## src/rtl/core/pdr_pkg.sv

```systemverilog
// Shared constants, types and helpers of the Pareto domination ranking block.
`default_nettype none

package pdr_pkg;

    localparam int MAX_MEMBERS    = 64;
    localparam int MAX_OBJECTIVES = 4;
    localparam int VALUE_WIDTH    = 32;

    localparam int IN_W    = 32;
    localparam int CFG_W   = 3;
    localparam int FIELD_W = 6;

    localparam int IDX_W       = $clog2(MAX_MEMBERS);
    localparam int M_W         = $clog2(MAX_MEMBERS + 1);
    localparam int SLOT_W      = (MAX_OBJECTIVES > 1) ? $clog2(MAX_OBJECTIVES) : 1;
    localparam int OC_W        = $clog2(MAX_OBJECTIVES + 1);
    localparam int STORE_DEPTH = MAX_MEMBERS * MAX_OBJECTIVES;
    localparam int ADDR_W      = $clog2(STORE_DEPTH);
    localparam int POS_W       = $clog2(STORE_DEPTH + 1);

    typedef logic [VALUE_WIDTH-1:0] value_t;

    typedef struct packed {
        logic                               valid;
        logic [MAX_OBJECTIVES-1:0][VALUE_WIDTH-1:0] v;
    } travel_t;

    typedef struct packed {
        logic              wr_en;
        logic [IDX_W-1:0]  wr_member;
        logic [SLOT_W-1:0] wr_slot;
        value_t            wr_data;
        logic              load_travel;
        logic              shift;
        logic [M_W-1:0]    members;
        logic [OC_W-1:0]   obj_count;
    } cell_ctrl_t;

    // Brings a 32-bit input value to the internal width, wrapping or sign-extending.
    function automatic value_t to_value(input logic signed [IN_W-1:0] x);
        return value_t'(x);
    endfunction

endpackage

`default_nettype wire

```

## src/rtl/core/pdr_cell.sv

```systemverilog
// One cell of the ranking ring: holds one member's vector and its domination count.
`default_nettype none

module pdr_cell (
    input  wire logic                     aclk,
    input  wire logic [pdr_pkg::IDX_W-1:0] cell_index,
    input  wire pdr_pkg::cell_ctrl_t      ctrl,
    input  wire pdr_pkg::travel_t         travel_in,
    output pdr_pkg::travel_t              travel_out,
    output logic [pdr_pkg::IDX_W-1:0]     rank
);
    import pdr_pkg::*;

    logic [MAX_OBJECTIVES-1:0][VALUE_WIDTH-1:0] own_reg;
    travel_t                                    travel_reg;
    logic [IDX_W-1:0]                           rank_reg;
    logic                                       own_valid;
    logic                                       beats;

    always_comb begin
        own_valid = int'(cell_index) < int'(ctrl.members);
        beats = 1'b0;
        for (int k = 0; k < MAX_OBJECTIVES; k++) begin
            if (k < int'(ctrl.obj_count) &&
                $signed(own_reg[k]) > $signed(travel_in.v[k])) begin
                beats = 1'b1;
            end
        end
    end

    always_ff @(posedge aclk) begin
        if (ctrl.wr_en && ctrl.wr_member == cell_index) begin
            own_reg[ctrl.wr_slot] <= ctrl.wr_data;
        end
        if (ctrl.load_travel) begin
            travel_reg.v     <= own_reg;
            travel_reg.valid <= own_valid;
            rank_reg         <= '0;
        end else if (ctrl.shift) begin
            travel_reg <= travel_in;
            // Count the other member only when this one is larger in no objective.
            if (own_valid && travel_in.valid && !beats) begin
                rank_reg <= rank_reg + IDX_W'(1);
            end
        end
    end

    assign travel_out = travel_reg;
    assign rank       = rank_reg;

endmodule

`default_nettype wire

```

## config.mk

```make
export PLATFORM = sky130hd
export DESIGN_NAME = pdr_cell
export DESIGN_NICKNAME = d
export VERILOG_FILES = /design/src/rtl/core/pdr_pkg.sv /design/src/rtl/core/pdr_cell.sv
export SDC_FILE = /design/constraint.sdc
export NUM_CORES = 1
export LEC_CHECK = 0
export BUFFER_PORTS_ARGS = -buffer_cell sky130_fd_sc_hd__clkbuf_2
export CORE_ASPECT_RATIO = 2
export CORE_UTILIZATION = 50
export CTS_BUF_LIST = sky130_fd_sc_hd__clkbuf_4 sky130_fd_sc_hd__clkbuf_8
export DETAILED_ROUTE_END_ITERATION = 12
export PLACE_DENSITY = 0.79
export RECOVER_POWER = 100
export SKIP_CTS_REPAIR_TIMING = 1
export SLEW_MARGIN = 30
export SYNTH_ARGS = -nofsm -noshare
export SYNTH_HDL_FRONTEND = slang
export SYNTH_SLANG_ARGS = --single-unit
```

## constraint.sdc

```tcl
create_clock -name aclk -period 3.8 [get_ports aclk]
set_input_delay 0.19 -clock aclk [delete_from_list [all_inputs] [get_ports aclk]]
set_output_delay 0.19 -clock aclk [all_outputs]
set_load 0.05 [all_outputs]
```

==> impl_metrics.tcl, run 1 <==
set metrics [dict create \
    finalHoldViolCount 7 \
    clock-root-buffer "clkbuf_8" \
    critPathTopFamily "simple AND/OR/NAND/NOR gates" \
    start_util_pct 51.2 \
    routabilityCongestion 0.895 \
    most-common-layout-cells "edfxtp_1 (257), clkbuf_1 (171), nand2_1 (158)" \
    multi_input_area_um2 4440 \
    antenna_found_initial 2 \
    crit_path_end_kind "flip-flop" \
    timing.rr.end "rank[3]$_SDFFE_PP0P_" \
    power_density_nw_per_um2 419 \
    drive_above_1_share_pct 15.8 \
    syn-num-nets 1402 \
    area_delta_synth_final_pct 22.4 \
    p_leak_nw 6.75 \
    cts_htree_levels 2 \
    die-area_um2 26500 \
    grt_max_degree 120 \
    rrSetupSlack_ns 0.56 \
    finClkSkew_ns 0.0196 \
    synthesis.area_um2 12900 \
    min_to "travel_out[69]$_DFFE_PP_" \
    path_clk_slew_ns 0.07 \
    seq_area_um2 7840 \
    dpl.hpwl_um 26800 \
    fin_tns_setup_ns 0 \
    crit_chain "clkbuf_1 -> xnor2_1 -> nand4_1 -> nor4_1 -> nor3b_1 -> dlymetal6s4s_1" \
    yosysSeqAreaShare_pct 60.7 \
    dp_cells 1717 \
    worstPathArrival_ns 3.41 \
    io_buffers 323 \
    fin_crit_sh_pct 85.8 \
    status "finished with violations" \
    core_area_um2 25200 \
    grt_pass1_wl_um 52000 \
    drc 0 \
    yosysWarnings 0 \
    ant_nets 0 \
    tightest_slew_ns 2.90 \
    ir_drop_mv 0.419 \
    nFillCells 2099 \
    critical_path.max_stage_delay_ns 1.20 \
    avgSynthCellArea_um2 12.0 \
    layout_commonest_cell "edfxtp_1" \
    critPathBufInv 2 \
    cp_slowest_cell "dlymetal6s4s_1" \
    syn_inst 1079 \
    violations "negative hold slack, max-capacitance violations, max-slew violations" \
    clock_sinks 263 \
    critical_path_peak_fanout 24 \
    die_h_um 229 \
    ff2ff_path_depth 9 \
    rsz0062_at_grt "no" \
    cts_tree "yes" \
    wl_um 35700 \
    drv_cap 5 \
    cts_buffers 38 \
    setup_violations 0 \
    drt_pre_antenna_iters 5 \
    vias_per_cell 5.31 \
    fin_nets 1782 \
    hold_class "in2reg" \
    hold_start "travel_in[69]" \
    routedWlPerCell_um 19.5 \
    path_class "in2reg" \
    slew_violations 328 \
    total_power_mw 6.63 \
    dr_total_vias 9687 \
    ios 324 \
    hold_slack_ns -0.0193 \
    initialDrtViolationCount 597 \
    largest_reg_flops 129 \
    final_cells 1825 \
    insertion_delay_ns 0.56 \
    cp.required_ns 3.95 \
    worstHoldPathCells 3 \
    cts_max_path_buffers 3 \
    fin_crit_ns 3.26 \
    slew_headroom_pct -93.4 \
    clock.fmax_mhz 307 \
    timing.rr.start "own_reg[42]$_DFFE_PP_" \
    rows 82 \
    grt_pass1_vias 9804 \
    synth-seq-cells 263 \
    post-route-util_pct 62.7 \
    cp-start-kind "input pin" \
    grt-ovfl-total 0 \
    grt_use_total_pct 26.8 \
    synth_cell_types 47 \
    die_w_um 116 \
]
-- worst reg2reg max path, cell delays in order (launching register included) --
cell      delay [ns]
edfxtp_1        0.40
ha_1            0.33
nand4_1         0.24
inv_1           0.07
a221oi_1        0.52
o211ai_2        0.14
a211oi_1        0.34
mux2i_1         0.60
nor4_1          0.15
mux2_1          0.34
-- how the worst max path moves through the flow --
stage                     depth (start not counted)                     to                  start
after global routing                              6  own_reg[48]$_DFFE_PP_          cell_index[3]
after CTS                                         9   rank[4]$_SDFFE_PP0P_  own_reg[43]$_DFFE_PP_
after floorplan                                   3   own_reg[0]$_DFFE_PP_               ctrl[50]
after detailed placement                          9   rank[4]$_SDFFE_PP0P_  own_reg[43]$_DFFE_PP_
after global placement                            9   rank[4]$_SDFFE_PP0P_  own_reg[43]$_DFFE_PP_
final                                             6  own_reg[48]$_DFFE_PP_          cell_index[3]
-- cells in the mapped netlist, drive strengths merged --
master   count  share of area [%]
a21o         8               0.46
a211oi       4               0.27
nor2b        9               0.44
dfxtp        6               0.93
and3         3               0.15
o32ai        1               0.13
xnor2        3               0.20
a221oi       6               0.60
and4         1              0.068
a21oi       59                2.4
clkbuf      27               0.78
nor3b        3               0.17
or4          1              0.058
ha         134                 13
nor3         6               0.27
xor2         3               0.20
inv        141                4.1
o22a         1              0.068
o21bai       1              0.058
o211ai      11               0.68
o21ai      144                5.6
nand2      158                4.6
mux2i        4               0.37
and2         1              0.048
edfxtp     257                 60
or2          1              0.048
nand2b       6               0.29
a2111o       4               0.35
nor4        12               0.75
buf          2              0.058
nand3       10               0.43
mux2        10               0.87
nor2        11               0.32
o2111ai      2               0.14
nand4       29                1.4
-- per-layer routing --
| layer | part of all wire, % | GRT usage (%) | routed length [um] | up-vias |
|---|---|---|---|---|
| li1 | - | - | - | 4680 |
| met1 | 33 | 26.0 | 11700 | 4511 |
| met2 | 56 | 51.4 | 20000 | 383 |
| met3 | 5.1 | 4.23 | 1840 | 113 |
| met5 | 0 | 0 | 0 | - |
| met4 | 6.0 | 15.7 | 2160 | 0 |
-- final cells by class --
| type | instances | area share [%] |
|---|---|---|
| Inverter | 141 | 3.35 |
| Clock inverter | 19 | 0.688 |
| Sequential cell | 263 | 49.5 |
| Multi-Input combinational cell | 646 | 28.1 |
| Timing Repair Buffer | 369 | 11.7 |
| Tap cell | 336 | 2.66 |
| Clock buffer | 49 | 3.95 |
| Antenna cell | 2 | 0.0316 |
-- per-stage QoR --
| step | setup WS (ns) | cell area [um^2] |
|---|---|---|
| 6_report | 0.539 | 15800 |
| 5_1_grt | 0.275 | 15800 |
| 4_1_cts | 0.682 | 15700 |
| 3_5_place_dp | 0.689 | 15000 |
| 3_3_place_gp | 0.729 | 15000 |
| 2_1_floorplan | 0.215 | 12900 |
-- power breakdown --
group	total [mW]	internal [mW]	switching, mW
Combinational	1.03	0.263	0.767
Sequential	3.35	3.32	0.0364
Clock	2.24	1.15	1.10
-- logic make-up after synthesis --
group / share of synthesized area [%]
and+or+nand+nor: 9.02
buffers and inverters: 4.94
AOI/OAI and AO/OA: 10.8
adders and majority gates: 13.0
muxes: 1.24
DFF: 60.7
xor gates and xnor gates: 0.407
No activity file was read; power rests on OpenSTA's default activity.
==> run 2: changes to the inputs <==
Settings changed: GPL_TIMING_DRIVEN from default to 0.
==> impl_metrics.tcl, run 2 (same netlist as run 1, synthesis figures left out) <==
set metrics [dict create \
    status "finished with violations" \
    violations "max-capacitance violations, max-slew violations" \
    worstHoldPathCells 3 \
    total_power_mw 6.52 \
    hold_class "in2reg" \
    wl_um 38600 \
    cts_buffers 38 \
    cts_max_path_buffers 3 \
    drive_above_1_share_pct 15.0 \
    fin_crit_ns 3.26 \
    layout_commonest_cell "edfxtp_1" \
    fin_nets 1812 \
    power_density_nw_per_um2 411 \
    fin_crit_sh_pct 85.8 \
    clock_sinks 263 \
    switchingPower_mw 1.90 \
    diodes 0 \
    seqPwrFrac_pct 51.5 \
    ff2ff_path_depth 9 \
    slew_headroom_pct -69.4 \
    cts_htree_levels 2 \
    area_delta_synth_final_pct 22.7 \
    p_leak_nw 6.72 \
    io_buffers 322 \
    drc 0 \
    tightest_slew_ns 2.54 \
    finClkSkew_ns 0.0154 \
    initialDrtViolationCount 554 \
    path_class "reg2reg" \
    critical_path_peak_fanout 5 \
    drv_cap 3 \
    fin_tns_setup_ns 0 \
    clock_power_share_pct 32.4 \
    ant_nets 0 \
    cts_tree "yes" \
    worstPathArrival_ns 3.68 \
    clock-root-buffer "clkbuf_8" \
    rsz0062_at_grt "no" \
    finalHoldViolCount 0 \
    die_w_um 116 \
    die_h_um 229 \
    dr_total_vias 10200 \
    rows 82 \
    intPower_mw 4.62 \
    most-common-layout-cells "edfxtp_1 (257), clkbuf_1 (207), nand2_1 (158)" \
    post-route-util_pct 62.8 \
    vias_per_cell 5.51 \
    grt-ovfl-total 0 \
    clock.fmax_mhz 307 \
    grt_use_total_pct 28.7 \
    slew_violations 107 \
    routedWlPerCell_um 20.9 \
    ir_drop_mv 0.309 \
    swShare_pct 29.1 \
    cp.required_ns 4.22 \
    routabilityCongestion 0.911 \
    core_area_um2 25200 \
    grt_pass1_vias 10300 \
    cp-start-kind "flip-flop" \
    ios 324 \
    drt_pre_antenna_iters 6 \
    largest_reg_flops 129 \
    setup_violations 0 \
    crit_path_end_kind "flip-flop" \
    die-area_um2 26500 \
    start_util_pct 51.2 \
    antenna_found_initial 0 \
    comb_power_share_pct 16.2 \
    insertion_delay_ns 0.54 \
    grt_pass1_wl_um 55100 \
    grt_max_degree 51 \
    path_clk_slew_ns 0.06 \
    rrSetupSlack_ns 0.54 \
    dpl.hpwl_um 30100 \
]
run 2: metrics by stage:
step / worst slack [ns] / instance area, um^2 / hold slack (ns) / cells
after floorplan: 0.215 / 12900 / 0.289 / 1079
after global placement: -1.82 / 15000 / 0.437 / 1737
after detailed placement: 0.687 / 15200 / 0.422 / 1750
after CTS: 0.683 / 15800 / -0.144 / 1816
after global routing: 0.321 / 15900 / 0.00806 / 1851
final: 0.540 / 15900 / 0.00855 / 1851
run 2: layout make-up:
class,instances,area (um^2)
fillers,2082,9390
repair buffers,370,1840
inverters,141,529
flip-flops and latches,263,7840
plain buffers,29,109
well taps,336,420
clock buffers,48,604
multi-input cells,646,4430
clock inverters,18,78.8
run 2: power groups by stage:
stage / registers, mW / logic, mW / clock network, mW
floorplan: 3.81 / 0.285 / 0
global placement: 3.42 / 1.03 / 0
detailed placement: 3.42 / 1.06 / 0
CTS: 3.36 / 1.06 / 2.14
global route: 3.37 / 1.12 / 2.23
finish: 3.36 / 1.05 / 2.11
run 2: final timing paths:
| check | startpoint | to |
|---|---|---|
| min reg2reg | rank[1]$_SDFFE_PP0P_ | rank[1]$_SDFFE_PP0P_ |
| max | own_reg[103]$_DFFE_PP_ | rank[0]$_SDFFE_PP0P_ |
| max reg2reg | own_reg[103]$_DFFE_PP_ | rank[0]$_SDFFE_PP0P_ |
| min | travel_in[73] | travel_out[73]$_DFFE_PP_ |
run 2: worst max-delay path, cell delays in order, from the launching register on:
cell	delay, ns
edfxtp_1	0.39
ha_1	0.34
a21oi_1	0.15
o21ai_1	0.13
a221oi_1	0.57
nor3_1	0.13
o32ai_1	0.59
o21ai_0	0.25
nor4_4	0.25
mux2_1	0.35
run 2: routing by layer:
metal  up-vias  track usage, %  wire length, um
li1       4736               -                -
met1      4819            27.2            12500
met2       487            53.0            20800
met3       157            3.78             1980
met4         0            23.9             3240
met5         -               0                0
==> run 3: changes to the inputs <==
Settings changed: PLACE_DENSITY 0.79 to 0.9.
==> impl_metrics.tcl, run 3 (same netlist as run 1, synthesis figures left out) <==
set metrics [dict create \
    status "finished with violations" \
    violations "max-capacitance violations, max-slew violations" \
    dpl.hpwl_um 31000 \
    fin_area_um2 15900 \
    grt_pass1_wl_um 57200 \
    path_clk_slew_ns 0.07 \
    seq_area_um2 7840 \
    cts_buffers 37 \
    insertion_delay_ns 0.54 \
    wl_um 39800 \
    ant_nets 0 \
    tightest_slew_ns 1.65 \
    multi_input_area_um2 4430 \
    slew_violations 18 \
    io_buffers 322 \
    cts_max_path_buffers 3 \
    drt_pre_antenna_iters 6 \
    cp-start-kind "input pin" \
    hold_class "in2reg" \
    rsz0062_at_grt "no" \
    die_w_um 116 \
    clock.fmax_mhz 300 \
    finClkSkew_ns 0.0229 \
    cts_tree "yes" \
    core_area_um2 25200 \
    cts_htree_levels 2 \
    drc 0 \
    ios 324 \
    finalHoldViolCount 0 \
    worstPathArrival_ns 3.50 \
    crit_path_end_kind "flip-flop" \
    placed_area_um2 15200 \
    cp.required_ns 3.97 \
    clock_sinks 263 \
    die_h_um 229 \
    vias_per_cell 5.59 \
    setup_violations 0 \
    most-common-layout-cells "edfxtp_1 (257), clkbuf_1 (207), nand2_1 (158)" \
    grt-ovfl-total 0 \
    ir_drop_mv 0.426 \
    fin_crit_ns 3.34 \
    start_util_pct 51.2 \
    rows 82 \
    post-route-util_pct 62.8 \
    area_delta_synth_final_pct 22.8 \
    fin_crit_sh_pct 87.8 \
    p_leak_nw 6.74 \
    final_cells 1848 \
    drive_above_1_share_pct 15.2 \
    fin_nets 1810 \
    dr_total_vias 10300 \
    drv_cap 1 \
    routedWlPerCell_um 21.5 \
    fin_ws_ns 0.462 \
    die-area_um2 26500 \
    grt_use_total_pct 29.8 \
    path_class "in2reg" \
    dp_cells 1750 \
    initialDrtViolationCount 782 \
    largest_reg_flops 129 \
    clock-root-buffer "clkbuf_8" \
    nFillCells 2016 \
    layout_commonest_cell "edfxtp_1" \
    grt_pass1_vias 10500 \
    antenna_found_initial 1 \
    grt_max_degree 51 \
    critical_path_peak_fanout 9 \
    slew_headroom_pct -10.4 \
    power_density_nw_per_um2 420 \
    hold_slack_ns 0.00639 \
    pre_cts_ws_ns 0.707 \
    routabilityCongestion 0.935 \
]
-- run 3: report_power, final --
| group | switching [mW] | leakage, nW | internal, mW |
|---|---|---|---|
| logic | 0.795 | 3.83 | 0.261 |
| registers | 0.0406 | 2.53 | 3.32 |
| clock network | 1.08 | 0.379 | 1.17 |
-- run 3: routing by layer --
| metal | routed length (um) | up-vias | share of wire, % | track usage [%] |
|---|---|---|---|---|
| li1 | - | 4728 | - | - |
| met1 | 13100 | 4889 | 33 | 29.8 |
| met2 | 21000 | 535 | 53 | 54.3 |
| met3 | 2090 | 176 | 5.3 | 3.36 |
| met4 | 3590 | 0 | 9.0 | 23.7 |
| met5 | 0 | - | 0 | 0 |
-- run 3: worst max-delay path, stage by stage --
cell and delay (ns):
clkbuf_1 0.11, xnor2_1 0.24, nand4_1 0.12, nor4_1 0.37, nor3b_1 0.98, clkbuf_1 0.49
clkbuf_1 0.48, clkbuf_1 0.51
-- run 3: area by class of cell --
class / count / share of cell area [%]
clock buffers: 42 / 3.45
repair buffers: 369 / 11.5
inverters: 141 / 3.34
plain buffers: 29 / 0.686
diodes: 1 / 0.0158
clock inverters: 21 / 1.09
flip-flops and latches: 263 / 49.4
multi-input cells: 646 / 27.9
well taps: 336 / 2.65
-- run 3: worst paths after layout --
check,slack (ns),cells past startpoint,endpoint,start
max,0.46,8,own_reg[54]$_DFFE_PP_,cell_index[3]
min,0.006,3,travel_out[74]$_DFFE_PP_,travel_in[74]
max reg2reg,0.49,9,rank[0]$_SDFFE_PP0P_,own_reg[91]$_DFFE_PP_
min reg2reg,0.53,2,rank[1]$_SDFFE_PP0P_,rank[1]$_SDFFE_PP0P_
-- run 3: through the flow --
step	TNS, ns	power (mW)
2_1_floorplan	0	4.09
3_3_place_gp	-119.08	4.44
3_5_place_dp	0	4.47
4_1_cts	0	6.67
5_1_grt	0	6.85
6_report	0	6.66
